$ cat config.mk
export PLATFORM = sky130hd
export DESIGN_NAME = occupancy_light_aircon_controller_top
export DESIGN_NICKNAME = d
export VERILOG_FILES = /design/src/rtl/olac_pkg.sv /design/src/rtl/olac_cfg_regs.sv /design/src/rtl/olac_core.sv /design/src/rtl/occupancy_light_aircon_controller_top.sv
export SDC_FILE = /design/constraint.sdc
export NUM_CORES = 1
export LEC_CHECK = 0
export BUFFER_PORTS_ARGS = -buffer_cell sky130_fd_sc_hd__buf_2
export CORE_MARGIN = 2
export CORE_UTILIZATION = 35
export DETAILED_ROUTE_END_ITERATION = 8
export GPL_TIMING_DRIVEN = 0
export PLACE_DENSITY_LB_ADDON = 0.08
export SLEW_MARGIN = 5
export SYNTH_ARGS = -nofsm -noshare
export SYNTH_HDL_FRONTEND = slang
export SYNTH_SLANG_ARGS = --single-unit
$ cat constraint.sdc
create_clock -name clk_i -period 5.4 [get_ports clk_i]
set_clock_uncertainty 0.1 [all_clocks]
set_input_delay 1.08 -clock clk_i [delete_from_list [all_inputs] [get_ports clk_i]]
set_output_delay 1.08 -clock clk_i [all_outputs]
set_load 0.01 [all_outputs]
$ cat src/rtl/olac_pkg.sv
// Package for the occupancy light and air conditioner controller.
// Holds the mode encodings, register indexes, shared structs and helpers.
// No dependencies.
`default_nettype none
package olac_pkg;

  localparam int unsigned TimerBits = 16;
  localparam int unsigned HoldBits  = 16;
  localparam int unsigned CmpBits   = (TimerBits > HoldBits) ? TimerBits : HoldBits;

  localparam int unsigned CfgIdxBits  = 3;
  localparam int unsigned CfgDataBits = 16;

  localparam int unsigned InDataBits  = 24;
  localparam int unsigned OutDataBits = 16;

  typedef logic [TimerBits-1:0] timer_t;
  typedef logic [HoldBits-1:0]  hold_t;

  typedef enum logic [1:0] {
    CAM_NONE    = 2'd0,
    CAM_LIKELY  = 2'd1,
    CAM_PRESENT = 2'd2
  } cam_state_e;

  typedef enum logic [1:0] {
    LT_OFF   = 2'd0,
    LT_CHECK = 2'd1,
    LT_ON    = 2'd2
  } light_state_e;

  typedef enum logic [1:0] {
    AC_CLOSED = 2'd0,
    AC_DOPEN  = 2'd1,
    AC_OPENED = 2'd2,
    AC_DCLOSE = 2'd3
  } ac_state_e;

  typedef enum logic [1:0] {
    CMD_NONE  = 2'd0,
    CMD_ON    = 2'd1,
    CMD_OFF   = 2'd2
  } ac_cmd_e;

  typedef enum logic [1:0] {
    FORCE_NORMAL  = 2'd0,
    FORCE_PRESENT = 2'd1,
    FORCE_ABSENT  = 2'd2
  } force_e;

  typedef enum logic {
    OP_TICK  = 1'b0,
    OP_FRAME = 1'b1
  } op_e;

  typedef enum logic [CfgIdxBits-1:0] {
    REG_SCORE_HIGH   = 3'd0,
    REG_SCORE_LOW    = 3'd1,
    REG_LIKELY_HOLD  = 3'd2,
    REG_LIGHT_HOLD   = 3'd3,
    REG_DARK_LEVEL   = 3'd4,
    REG_AC_OPEN      = 3'd5,
    REG_AC_CLOSE     = 3'd6,
    REG_FORCE_MODE   = 3'd7
  } reg_idx_e;

  typedef struct packed {
    logic [7:0] score_high;
    logic [7:0] score_low;
    hold_t      likely_hold;
    hold_t      light_hold;
    logic [7:0] dark_level;
    hold_t      ac_open;
    hold_t      ac_close;
    logic [1:0] force_mode;
  } cfg_t;

  typedef struct packed {
    logic       op;
    logic [7:0] best_score;
    logic [7:0] brightness;
    logic       motion_seen;
  } item_t;

  typedef struct packed {
    logic       light_on;
    logic [1:0] aircon_command;
    logic [1:0] camera_mode;
    logic [1:0] light_mode;
    logic [1:0] aircon_mode;
  } res_t;

  function automatic logic hold_exceeded(input timer_t t, input hold_t h);
    logic [CmpBits-1:0] tw;
    logic [CmpBits-1:0] hw;
    tw = CmpBits'(t);
    hw = CmpBits'(h);
    return tw > hw;
  endfunction

  function automatic timer_t sat_inc(input timer_t t);
    return (t == '1) ? t : t + 1'b1;
  endfunction

endpackage
`default_nettype wire

$ cat src/rtl/olac_cfg_regs.sv
// Configuration register bank of the occupancy controller.
// Depends on olac_pkg for the register indexes and the cfg_t struct.
`default_nettype none
module olac_cfg_regs (
  input  wire logic                            clk_i,
  input  wire logic                            rst_ni,
  input  wire logic                            cfg_valid_i,
  input  wire logic [olac_pkg::CfgIdxBits-1:0]  cfg_index_i,
  input  wire logic [olac_pkg::CfgDataBits-1:0] cfg_data_i,
  output olac_pkg::cfg_t                       cfg_o
);
  import olac_pkg::*;

  cfg_t cfg_q;
  cfg_t cfg_d;

  always_comb begin
    cfg_d = cfg_q;
    if (cfg_valid_i) begin
      case (reg_idx_e'(cfg_index_i))
        REG_SCORE_HIGH:  cfg_d.score_high  = cfg_data_i[7:0];
        REG_SCORE_LOW:   cfg_d.score_low   = cfg_data_i[7:0];
        REG_LIKELY_HOLD: cfg_d.likely_hold = cfg_data_i[HoldBits-1:0];
        REG_LIGHT_HOLD:  cfg_d.light_hold  = cfg_data_i[HoldBits-1:0];
        REG_DARK_LEVEL:  cfg_d.dark_level  = cfg_data_i[7:0];
        REG_AC_OPEN:     cfg_d.ac_open     = cfg_data_i[HoldBits-1:0];
        REG_AC_CLOSE:    cfg_d.ac_close    = cfg_data_i[HoldBits-1:0];
        REG_FORCE_MODE:  cfg_d.force_mode  = cfg_data_i[1:0];
        default: begin
        end
      endcase
    end
  end

  always_ff @(posedge clk_i or negedge rst_ni) begin
    if (!rst_ni) begin
      cfg_q.score_high  <= 8'd70;
      cfg_q.score_low   <= 8'd55;
      cfg_q.likely_hold <= HoldBits'(30);
      cfg_q.light_hold  <= HoldBits'(50);
      cfg_q.dark_level  <= 8'd64;
      cfg_q.ac_open     <= HoldBits'(100);
      cfg_q.ac_close    <= HoldBits'(100);
      cfg_q.force_mode  <= FORCE_NORMAL;
    end else begin
      cfg_q <= cfg_d;
    end
  end

  assign cfg_o = cfg_q;

endmodule
`default_nettype wire

$ cat src/rtl/olac_core.sv
// Camera, light and air conditioner mode machines with their timers.
// Evaluates one registered item per enabled cycle; depends on olac_pkg.
`default_nettype none
module olac_core (
  input  wire logic           clk_i,
  input  wire logic           rst_ni,
  input  wire olac_pkg::cfg_t  cfg_i,
  input  wire olac_pkg::item_t item_i,
  input  wire logic           step_i,
  output olac_pkg::res_t      res_o
);
  import olac_pkg::*;

  cam_state_e   cam_q, cam_d;
  light_state_e light_q, light_d;
  ac_state_e    ac_q, ac_d;
  timer_t       likely_q, likely_d;
  timer_t       since_q, since_d;
  timer_t       ac_tmr_q, ac_tmr_d;
  ac_cmd_e      cmd;
  logic         present;
  logic         hi_hit;
  logic         lo_hit;

  always_comb begin
    cam_d    = cam_q;
    light_d  = light_q;
    ac_d     = ac_q;
    likely_d = likely_q;
    since_d  = since_q;
    ac_tmr_d = ac_tmr_q;
    cmd      = CMD_NONE;
    hi_hit   = item_i.best_score >= cfg_i.score_high;
    lo_hit   = item_i.best_score >= cfg_i.score_low;
    present  = 1'b0;

    if (item_i.op == OP_TICK) begin
      likely_d = sat_inc(likely_q);
      since_d  = sat_inc(since_q);
      ac_tmr_d = sat_inc(ac_tmr_q);
    end else begin
      case (cam_q)
        CAM_NONE: begin
          if (hi_hit) begin
            cam_d = CAM_PRESENT;
          end else if (lo_hit) begin
            likely_d = '0;
            cam_d    = CAM_LIKELY;
          end
        end
        CAM_LIKELY: begin
          if (hi_hit) begin
            cam_d = CAM_PRESENT;
          end else if (lo_hit) begin
            if (hold_exceeded(likely_q, cfg_i.likely_hold)) begin
              cam_d = CAM_PRESENT;
            end
          end else begin
            cam_d = CAM_NONE;
          end
        end
        default: begin
          if (!lo_hit) begin
            cam_d = CAM_NONE;
          end
        end
      endcase
      case (force_e'(cfg_i.force_mode))
        FORCE_PRESENT: cam_d = CAM_PRESENT;
        FORCE_ABSENT:  cam_d = CAM_NONE;
        default: begin
        end
      endcase

      present = (cam_d == CAM_PRESENT);
      if (present) begin
        since_d = '0;
      end

      case (light_q)
        LT_OFF: begin
          if (present) begin
            light_d = LT_ON;
          end else if (item_i.motion_seen && (item_i.brightness < cfg_i.dark_level)) begin
            light_d = LT_CHECK;
          end
        end
        LT_CHECK: begin
          if (present) begin
            light_d = LT_ON;
          end else if (!item_i.motion_seen) begin
            light_d = LT_OFF;
          end
        end
        default: begin
          if (hold_exceeded(since_d, cfg_i.light_hold) && !item_i.motion_seen) begin
            light_d = LT_OFF;
          end
        end
      endcase

      case (ac_q)
        AC_CLOSED: begin
          if (light_d == LT_ON) begin
            ac_tmr_d = '0;
            ac_d     = AC_DOPEN;
          end
        end
        AC_DOPEN: begin
          if (light_d != LT_ON) begin
            ac_d = AC_CLOSED;
          end else if (hold_exceeded(ac_tmr_q, cfg_i.ac_open)) begin
            ac_d = AC_OPENED;
            cmd  = CMD_ON;
          end
        end
        AC_OPENED: begin
          if (light_d != LT_ON) begin
            ac_tmr_d = '0;
            ac_d     = AC_DCLOSE;
          end
        end
        default: begin
          if (light_d == LT_ON) begin
            ac_d = AC_OPENED;
          end else if (hold_exceeded(ac_tmr_q, cfg_i.ac_close)) begin
            ac_d = AC_CLOSED;
            cmd  = CMD_OFF;
          end
        end
      endcase
    end
  end

  always_ff @(posedge clk_i or negedge rst_ni) begin
    if (!rst_ni) begin
      cam_q    <= CAM_NONE;
      light_q  <= LT_OFF;
      ac_q     <= AC_CLOSED;
      likely_q <= '0;
      since_q  <= '1;
      ac_tmr_q <= '0;
    end else if (step_i) begin
      cam_q    <= cam_d;
      light_q  <= light_d;
      ac_q     <= ac_d;
      likely_q <= likely_d;
      since_q  <= since_d;
      ac_tmr_q <= ac_tmr_d;
    end
  end

  assign res_o.light_on       = (light_d != LT_OFF);
  assign res_o.aircon_command = cmd;
  assign res_o.camera_mode    = cam_d;
  assign res_o.light_mode     = light_d;
  assign res_o.aircon_mode    = ac_d;

endmodule
`default_nettype wire

$ cat src/rtl/occupancy_light_aircon_controller_top.sv
// Top level of the occupancy light and air conditioner controller.
// Instantiates olac_cfg_regs and olac_core; depends on olac_pkg.
//
// The controller takes one request per clock cycle unless a frame request waits for
// the result register: a tick request advances the three saturating timers and gives
// no result, a frame request runs the camera, light and air conditioner machines and
// gives one result. The input and result registers lie around the single evaluation
// stage; the result register lets the next request enter while a result waits to be
// taken. Configuration writes are always accepted and take effect on the next cycle.
`default_nettype none
module occupancy_light_aircon_controller_top (
  input  wire logic                             clk_i,
  input  wire logic                             rst_ni,
  input  wire logic                             s_axis_tvalid,
  output logic                                  s_axis_tready,
  // best_score [7:0], brightness [15:8], motion_seen [16], zero [23:17]
  input  wire logic [olac_pkg::InDataBits-1:0]  s_axis_tdata,
  // op [0]
  input  wire logic                             s_axis_tuser,
  output logic                                  m_axis_tvalid,
  input  wire logic                             m_axis_tready,
  // light_on [0], aircon_command [2:1], camera_mode [4:3], light_mode [6:5],
  // aircon_mode [8:7], zero [15:9]
  output logic [olac_pkg::OutDataBits-1:0]      m_axis_tdata,
  input  wire logic                             cfg_valid_i,
  output logic                                  cfg_ready_o,
  input  wire logic [olac_pkg::CfgIdxBits-1:0]  cfg_index_i,
  input  wire logic [olac_pkg::CfgDataBits-1:0] cfg_data_i
);
  import olac_pkg::*;

  cfg_t  cfg;
  item_t item_q;
  logic  in_valid_q;
  res_t  res;
  res_t  res_q;
  logic  out_valid_q;
  logic  out_free;
  logic  step;
  logic  in_take;

  assign cfg_ready_o = 1'b1;

  olac_cfg_regs u_cfg (
    .clk_i       (clk_i),
    .rst_ni      (rst_ni),
    .cfg_valid_i (cfg_valid_i),
    .cfg_index_i (cfg_index_i),
    .cfg_data_i  (cfg_data_i),
    .cfg_o       (cfg)
  );

  assign out_free      = !out_valid_q || m_axis_tready;
  assign step          = in_valid_q && ((item_q.op == OP_TICK) || out_free);
  assign s_axis_tready = !in_valid_q || step;
  assign in_take       = s_axis_tvalid && s_axis_tready;

  always_ff @(posedge clk_i or negedge rst_ni) begin
    if (!rst_ni) begin
      in_valid_q <= 1'b0;
    end else if (s_axis_tready) begin
      in_valid_q <= s_axis_tvalid;
    end
  end

  always_ff @(posedge clk_i) begin
    if (in_take) begin
      item_q.op          <= s_axis_tuser;
      item_q.best_score  <= s_axis_tdata[7:0];
      item_q.brightness  <= s_axis_tdata[15:8];
      item_q.motion_seen <= s_axis_tdata[16];
    end
  end

  olac_core u_core (
    .clk_i  (clk_i),
    .rst_ni (rst_ni),
    .cfg_i  (cfg),
    .item_i (item_q),
    .step_i (step),
    .res_o  (res)
  );

  always_ff @(posedge clk_i or negedge rst_ni) begin
    if (!rst_ni) begin
      out_valid_q <= 1'b0;
    end else if (out_free) begin
      out_valid_q <= step && (item_q.op == OP_FRAME);
    end
  end

  always_ff @(posedge clk_i) begin
    if (out_free && step && (item_q.op == OP_FRAME)) begin
      res_q <= res;
    end
  end

  assign m_axis_tvalid = out_valid_q;
  assign m_axis_tdata  = {7'd0, res_q.aircon_mode, res_q.light_mode, res_q.camera_mode,
                          res_q.aircon_command, res_q.light_on};

endmodule
`default_nettype wire
==> run metrics, run 1 <==
CTS Buf Count 17; CTS tree built; simple logic cell fraction of the synthesized area 13.9%; ys async rst share 84.4%; reg2reg end m_axis_tdata[7]; reg2reg path depth 17; share of layout cells above drive strength 1 19.3%; setup TNS 0 ns; Hold Crit Class reg -> reg; grt ovf 0; fmax 0.203 GHz; wire per inst 17.3 µm; Final Hold Fails 0; Core Region 0.0270 mm²; Area growth syn-to-layout 14.1%; Worst-path clk slew 0.08 ns; Synth area leader dfrtp_1; WL final 23700 µm; register area share after synthesis 46.7%; Slew @ Worst Pin 0.846 ns; diode count 0; VDD IR max 0.196 mV; row cnt 60; GRT Total Usage 17.4%; Synth area leaders dfrtp_1 (28%), ha_1 (12%), dfstp_2 (10%), edfxtp_1 (8.4%), mux2_2 (6.4%); CTS Sinks 173; Worst Path Max Fanout 18; Initial Util 35.7%; cts repair resizes 0; post-synthesis adder-cell area fraction 11.8%; vias per cell 5.02; most common cell in the netlist dfrtp_1; Slew HR 43.6%; final setup fails 0; Layout Nets 1159; Filler Cell Count 2696; Setup crit end kind flip-flop; Finished Core Util 40.8%; clock root buffer master clkbuf_16; largest family of logic cells by synthesized area simple AND/OR/NAND/NOR gates; vias in the first global route 6927; Post-Syn Instances 945; H-tree depth 4; DR vias 6897; Clock Path Buffers 2; Critical Path RT 5.56 ns; CP Cell Sequence ha_1 > nand4_1 > nor4_2 > a21boi_2 > o31a_2 > a21oi_2 > o31a_2 > and2_1 > ha_1 > nand2_1 > or3_1 > nor3_1 > o21ai_0 > a21boi_4 > o32a_2 > or3_1 > a31oi_1; total of max-cap violations 0; Synth Register Bits 173; Top FF cell, synth dfrtp_1; cts hold-fix bufs 0; Worst setup SP type flip-flop; die area 0.0289 mm²; antenna-violating nets left 0; pwr dens 414 mW/mm²; Yosys cell types 61; status completed; Synth top area share 28.0%; total power 4.56 mW; Yosys warnings 0; final std cells w/o fill 1373; hold_ws 0.399 ns; remaining routing DRC violations 0; Top Ports 68; Post-Syn Area 0.00966 mm²; mux cell area share after synthesis 6.51%; leakage power 4.97 nW; pin count of the biggest net entering global routing 104; fin crit share 91.4%; worst skew pair latency 0.44 ns; GPL Wtd Cong 0.779; Initial DRT Pass Iterations 4; Post-CTS Setup Inserts 0; Worst Setup EP m_axis_tdata[7]; compound-cell area share of the yosys netlist 12.8%; Critical Path AT 5.09 ns; Slew Limit Fails 0; antenna violations before repair 1; critical path launch point u_core.likely_q[14]; first-pass GRT wire length 38600 µm; Setup Crit Path Kind reg -> reg; Die Ht 170 µm; Worst R2R Setup Slack 0.47 ns; DP Cell Count 1342; initial drt markers 346; fin crit period 4.93 ns; Post-synth top cells dfrtp_1 (108), inv_1 (96), ha_1 (91); RSZ-0062 raised after global routing false; die span in x 170 µm; worst flop-to-flop path startpoint u_core.likely_q[14]; post-synthesis xor/xnor area fraction 2.62%; Slowest-stage cell, CP o31a_2; Port Buffers 49; syn avg cell area 10.2 µm²; CP peak stage delay 0.49 ns; Post-synth EDFFs 27; post-DP HPWL 17500 µm
==> metrics by stage <==
| step | setup WS (ns) | area [µm²] |
|---|---|---|
| after floorplan | 0.969 | 9680 |
| after global placement | 0.0590 | 10400 |
| after detailed placement | 0.0443 | 10400 |
| after CTS | 0.0160 | 11000 |
| after global routing | 0.116 | 11000 |
| final | 0.467 | 11000 |
==> how the worst min path moves through the flow <==
| stage | startpoint | end | slack, ns | depth (start not counted) |
|---|---|---|---|---|
| after floorplan | u_core.since_q[1] | u_core.since_q[1] | 0.37 | 2 |
| after global placement | u_cfg.cfg_o[45] | u_cfg.cfg_o[45] | 0.39 | 1 |
| after detailed placement | u_core.since_q[1] | u_core.since_q[1] | 0.39 | 2 |
| after CTS | u_core.since_q[1] | u_core.since_q[1] | 0.40 | 2 |
| after global routing | u_core.since_q[1] | u_core.since_q[1] | 0.41 | 2 |
| final | u_core.since_q[1] | u_core.since_q[1] | 0.40 | 2 |
==> cell usage in the layout, fill, tap and decap left out, types with 4 or more instances in the layout <==
| cell | instances |
|---|---|
| nand4_1 | 20 |
| o21ai_0 | 66 |
| inv_1 | 96 |
| buf_4 | 8 |
| nand4b_1 | 6 |
| o21a_1 | 10 |
| ha_1 | 91 |
| clkbuf_16 | 17 |
| buf_2 | 50 |
| nor2b_1 | 6 |
| xor2_1 | 8 |
| inv_8 | 6 |
| xnor2_1 | 19 |
| o211ai_1 | 4 |
| conb_1 | 8 |
| a31oi_1 | 12 |
| nor2_1 | 35 |
| or3_1 | 8 |
| nand3_1 | 18 |
| a211oi_1 | 4 |
| nor3_1 | 13 |
| a21o_1 | 13 |
| o31ai_1 | 6 |
| and2_1 | 20 |
| dfstp_2 | 38 |
| mux2_2 | 55 |
| and4_1 | 6 |
| dfrtp_1 | 108 |
| nand2b_1 | 11 |
| a21oi_1 | 52 |
| nand2_1 | 89 |
| edfxtp_1 | 27 |
| and3_1 | 15 |
| clkbuf_1 | 23 |
| nor4_1 | 10 |
==> registers in the layout, summed over array words and instances (netlist names) <==
register / count
m_axis_tdata: 9
u_core.ac_tmr_q: 16
u_core.ac_q: 2
u_core.light_q: 2
item_q: 18
u_core.cam_q: 2
in_valid_q: 1
u_core.likely_q: 16
u_cfg.cfg_o: 90
m_axis_tvalid: 1
u_core.since_q: 16
==> power by group <==
part	switching [mW]	internal (mW)	total (mW)	leakage, nW
sequential	0.242	1.65	1.89	2.00
combinational	0.786	0.617	1.40	2.67
clock	0.592	0.676	1.27	0.296
total	1.62	2.94	4.56	4.97
==> final cells by class <==
type	instances	area (µm²)	share of cell area, %
Sequential cell	173	4510	40.9
Multi-Input combinational cell	645	4660	42.3
Clock buffer	18	439	3.98
Clock inverter	14	165	1.50
Timing Repair Buffer	50	283	2.57
Inverter	96	360	3.27
Tap cell	341	427	3.87
Buffer	36	179	1.62
==> cell families after synthesis <==
logic type / Yosys count
mux: 56
buf+inv: 133
xor+xnor: 28
simple gates: 264
other cells: 2
compound gates: 198
fa+ha+maj: 91
flops: 173
==> metal layers <==
layer	part of all wire (%)	vias to the layer above	track usage, %
met2	47	80	28.5
li1	-	3482	-
met3	2.2	19	2.58
met5	0	-	0
met1	49	3316	24.1
met4	1.4	0	4.83
==> worst max-delay path: cells and delay by family (launching register included) <==
family	cells	cell delay, ns
flops	1	0.43
simple gates	7	1.85
compound gates	8	1.74
fa+ha+maj	2	0.63
Note: power is estimated with default switching activity, not from simulation.
==> run 2: changes to the inputs <==
- RECOVER_POWER: not set -> 50
==> run metrics, run 2 (synthesis results as in run 1) <==
Slowest-stage cell, CP o31a_2; most frequent cells in the layout dfrtp_1 (108), inv_1 (96), ha_1 (91); RSZ-0062 raised after global routing false; final setup fails 0; CTS Sinks 173; VDD IR max 0.197 mV; Pint 2.94 mW; Switch Pwr 1.62 mW; fin crit period 4.93 ns; antenna-violating nets left 0; post-route cell area 0.0110 mm²; share of layout cells above drive strength 1 19.0%; first-pass GRT wire length 38600 µm; max reg flops 90; Finished Core Util 40.7%; remaining routing DRC violations 0; most common cell after layout, fill and taps aside dfrtp_1; Port Buffers 49; final std cells w/o fill 1373; combinational share of power 30.7%; Initial Util 35.7%; cts repair resizes 0; clock root buffer master clkbuf_16; setup TNS 0 ns; Worst Path Max Fanout 18; cts hold-fix bufs 0; worst skew pair latency 0.44 ns; H-tree depth 4; Worst setup SP type flip-flop; Critical Path RT 5.56 ns; vias in the first global route 6927; Layout Nets 1159; WL final 23700 µm; Flop pwr share 41.4%; CP Cell Sequence ha_1 > nand4_1 > nor4_2 > a21boi_2 > o31a_2 > a21oi_2 > o31a_2 > and2_1 > ha_1 > nand2_1 > or3_1 > nor3_1 > o21ai_0 > a21boi_4 > o32a_2 > or3_1 > a31oi_1; status complete, but fails checks; leakage power 4.95 nW; die area 0.0289 mm²; Area growth syn-to-layout 13.8%; grt ovf 0; Setup Crit Path Kind reg -> reg; Initial DRT Pass Iterations 6; Final Hold Fails 0; Hold Crit Class reg -> reg; Clk pwr share 27.9%; Filler Cell Count 2699; pwr dens 415 mW/mm²; vias per cell 5.03; Switching Fraction 35.6%; Post-CTS Setup Inserts 0; total of max-cap violations 1; Core Region 0.0270 mm²; fmax 0.203 GHz; Slew HR -61.6%; DR vias 6901; CTS tree built; GPL Wtd Cong 0.779; Cell Area, Placed 0.0104 mm²; wl on met1 11400 µm; fin crit share 91.4%; DP Cell Count 1342; post-DP HPWL 17500 µm; GRT Total Usage 17.4%; Slew @ Worst Pin 2.42 ns; metal2 WL 11100 µm; DR top layer met4; CP peak stage delay 0.49 ns; row cnt 60; Critical Path AT 5.10 ns; Setup crit end kind flip-flop; Clock Path Buffers 2; hold_ws 0.399 ns; wire per inst 17.3 µm; antenna violations before repair 1; diode count 0; Worst-path clk slew 0.08 ns; initial drt markers 346; pin count of the biggest net entering global routing 104; metal3 WL 847 µm; Top Ports 68; die span in x 170 µm; failing checks max-capacitance violations, max-slew violations; CTS Buf Count 17; Slew Limit Fails 45; Die Ht 170 µm
## run 2: cell types whose count changed in the layout (fill, tap and decap cells not counted), sizes merged
cell	change
clkbuf	+4
buf	-4
## run 2: path summary, 6_finish.rpt
path | start | end | slack, ns | cells past startpoint
hold reg to reg | u_core.since_q[1] | u_core.since_q[1] | 0.40 | 2
setup reg to reg | u_core.likely_q[14] | m_axis_tdata[7] | 0.47 | 17
hold / removal | u_core.since_q[1] | u_core.since_q[1] | 0.40 | 2
setup / recovery | u_core.likely_q[14] | m_axis_tdata[7] | 0.47 | 17
min in group asynchronous | rst_ni | u_cfg.cfg_o[25] | 1.28 | 1
max in group asynchronous | rst_ni | u_cfg.cfg_o[65] | 1.24 | 2
## run 2: power groups by stage
stage	logic [mW]	registers [mW]	clock network (mW)
floorplan	1.02	1.84	0
global placement	1.37	1.91	0
detailed placement	1.38	1.91	0
CTS	1.39	1.89	1.31
global route	1.62	1.93	1.37
finish	1.40	1.89	1.27
## run 2: final cells by class
type	count	area [µm²]	area share (%)
clock buffers	18	439	4.00
clock inverters	14	165	1.50
inverters	96	360	3.28
well taps	341	427	3.88
repair buffers	50	249	2.27
multi-input cells	645	4660	42.4
plain buffers	36	179	1.63
flip-flops and latches	173	4510	41.1
## run 2: per-layer routing
metal	track usage (%)	up-vias
met1	24.1	3296
met3	2.58	21
met4	4.83	0
met2	28.5	102
met5	0	-
li1	-	3482
## run 2: metrics by stage
| stage | setup slack [ns] | power, mW |
|---|---|---|
| 2_1_floorplan | 0.969 | 2.85 |
| 3_3_place_gp | 0.0590 | 3.28 |
| 3_5_place_dp | 0.0443 | 3.29 |
| 4_1_cts | 0.0160 | 4.59 |
| 5_1_grt | 0.116 | 4.92 |
| 6_report | 0.467 | 4.56 |
## run 2: worst max-delay path: cells and delay by family, from the launching register on
family                   cells  cell delay, ns
AND/OR/NAND/NOR              7            1.85
adder cells (fa/ha/maj)      2            0.63
AO/OA/AOI/OAI                8            1.73
flip-flops                   1            0.43
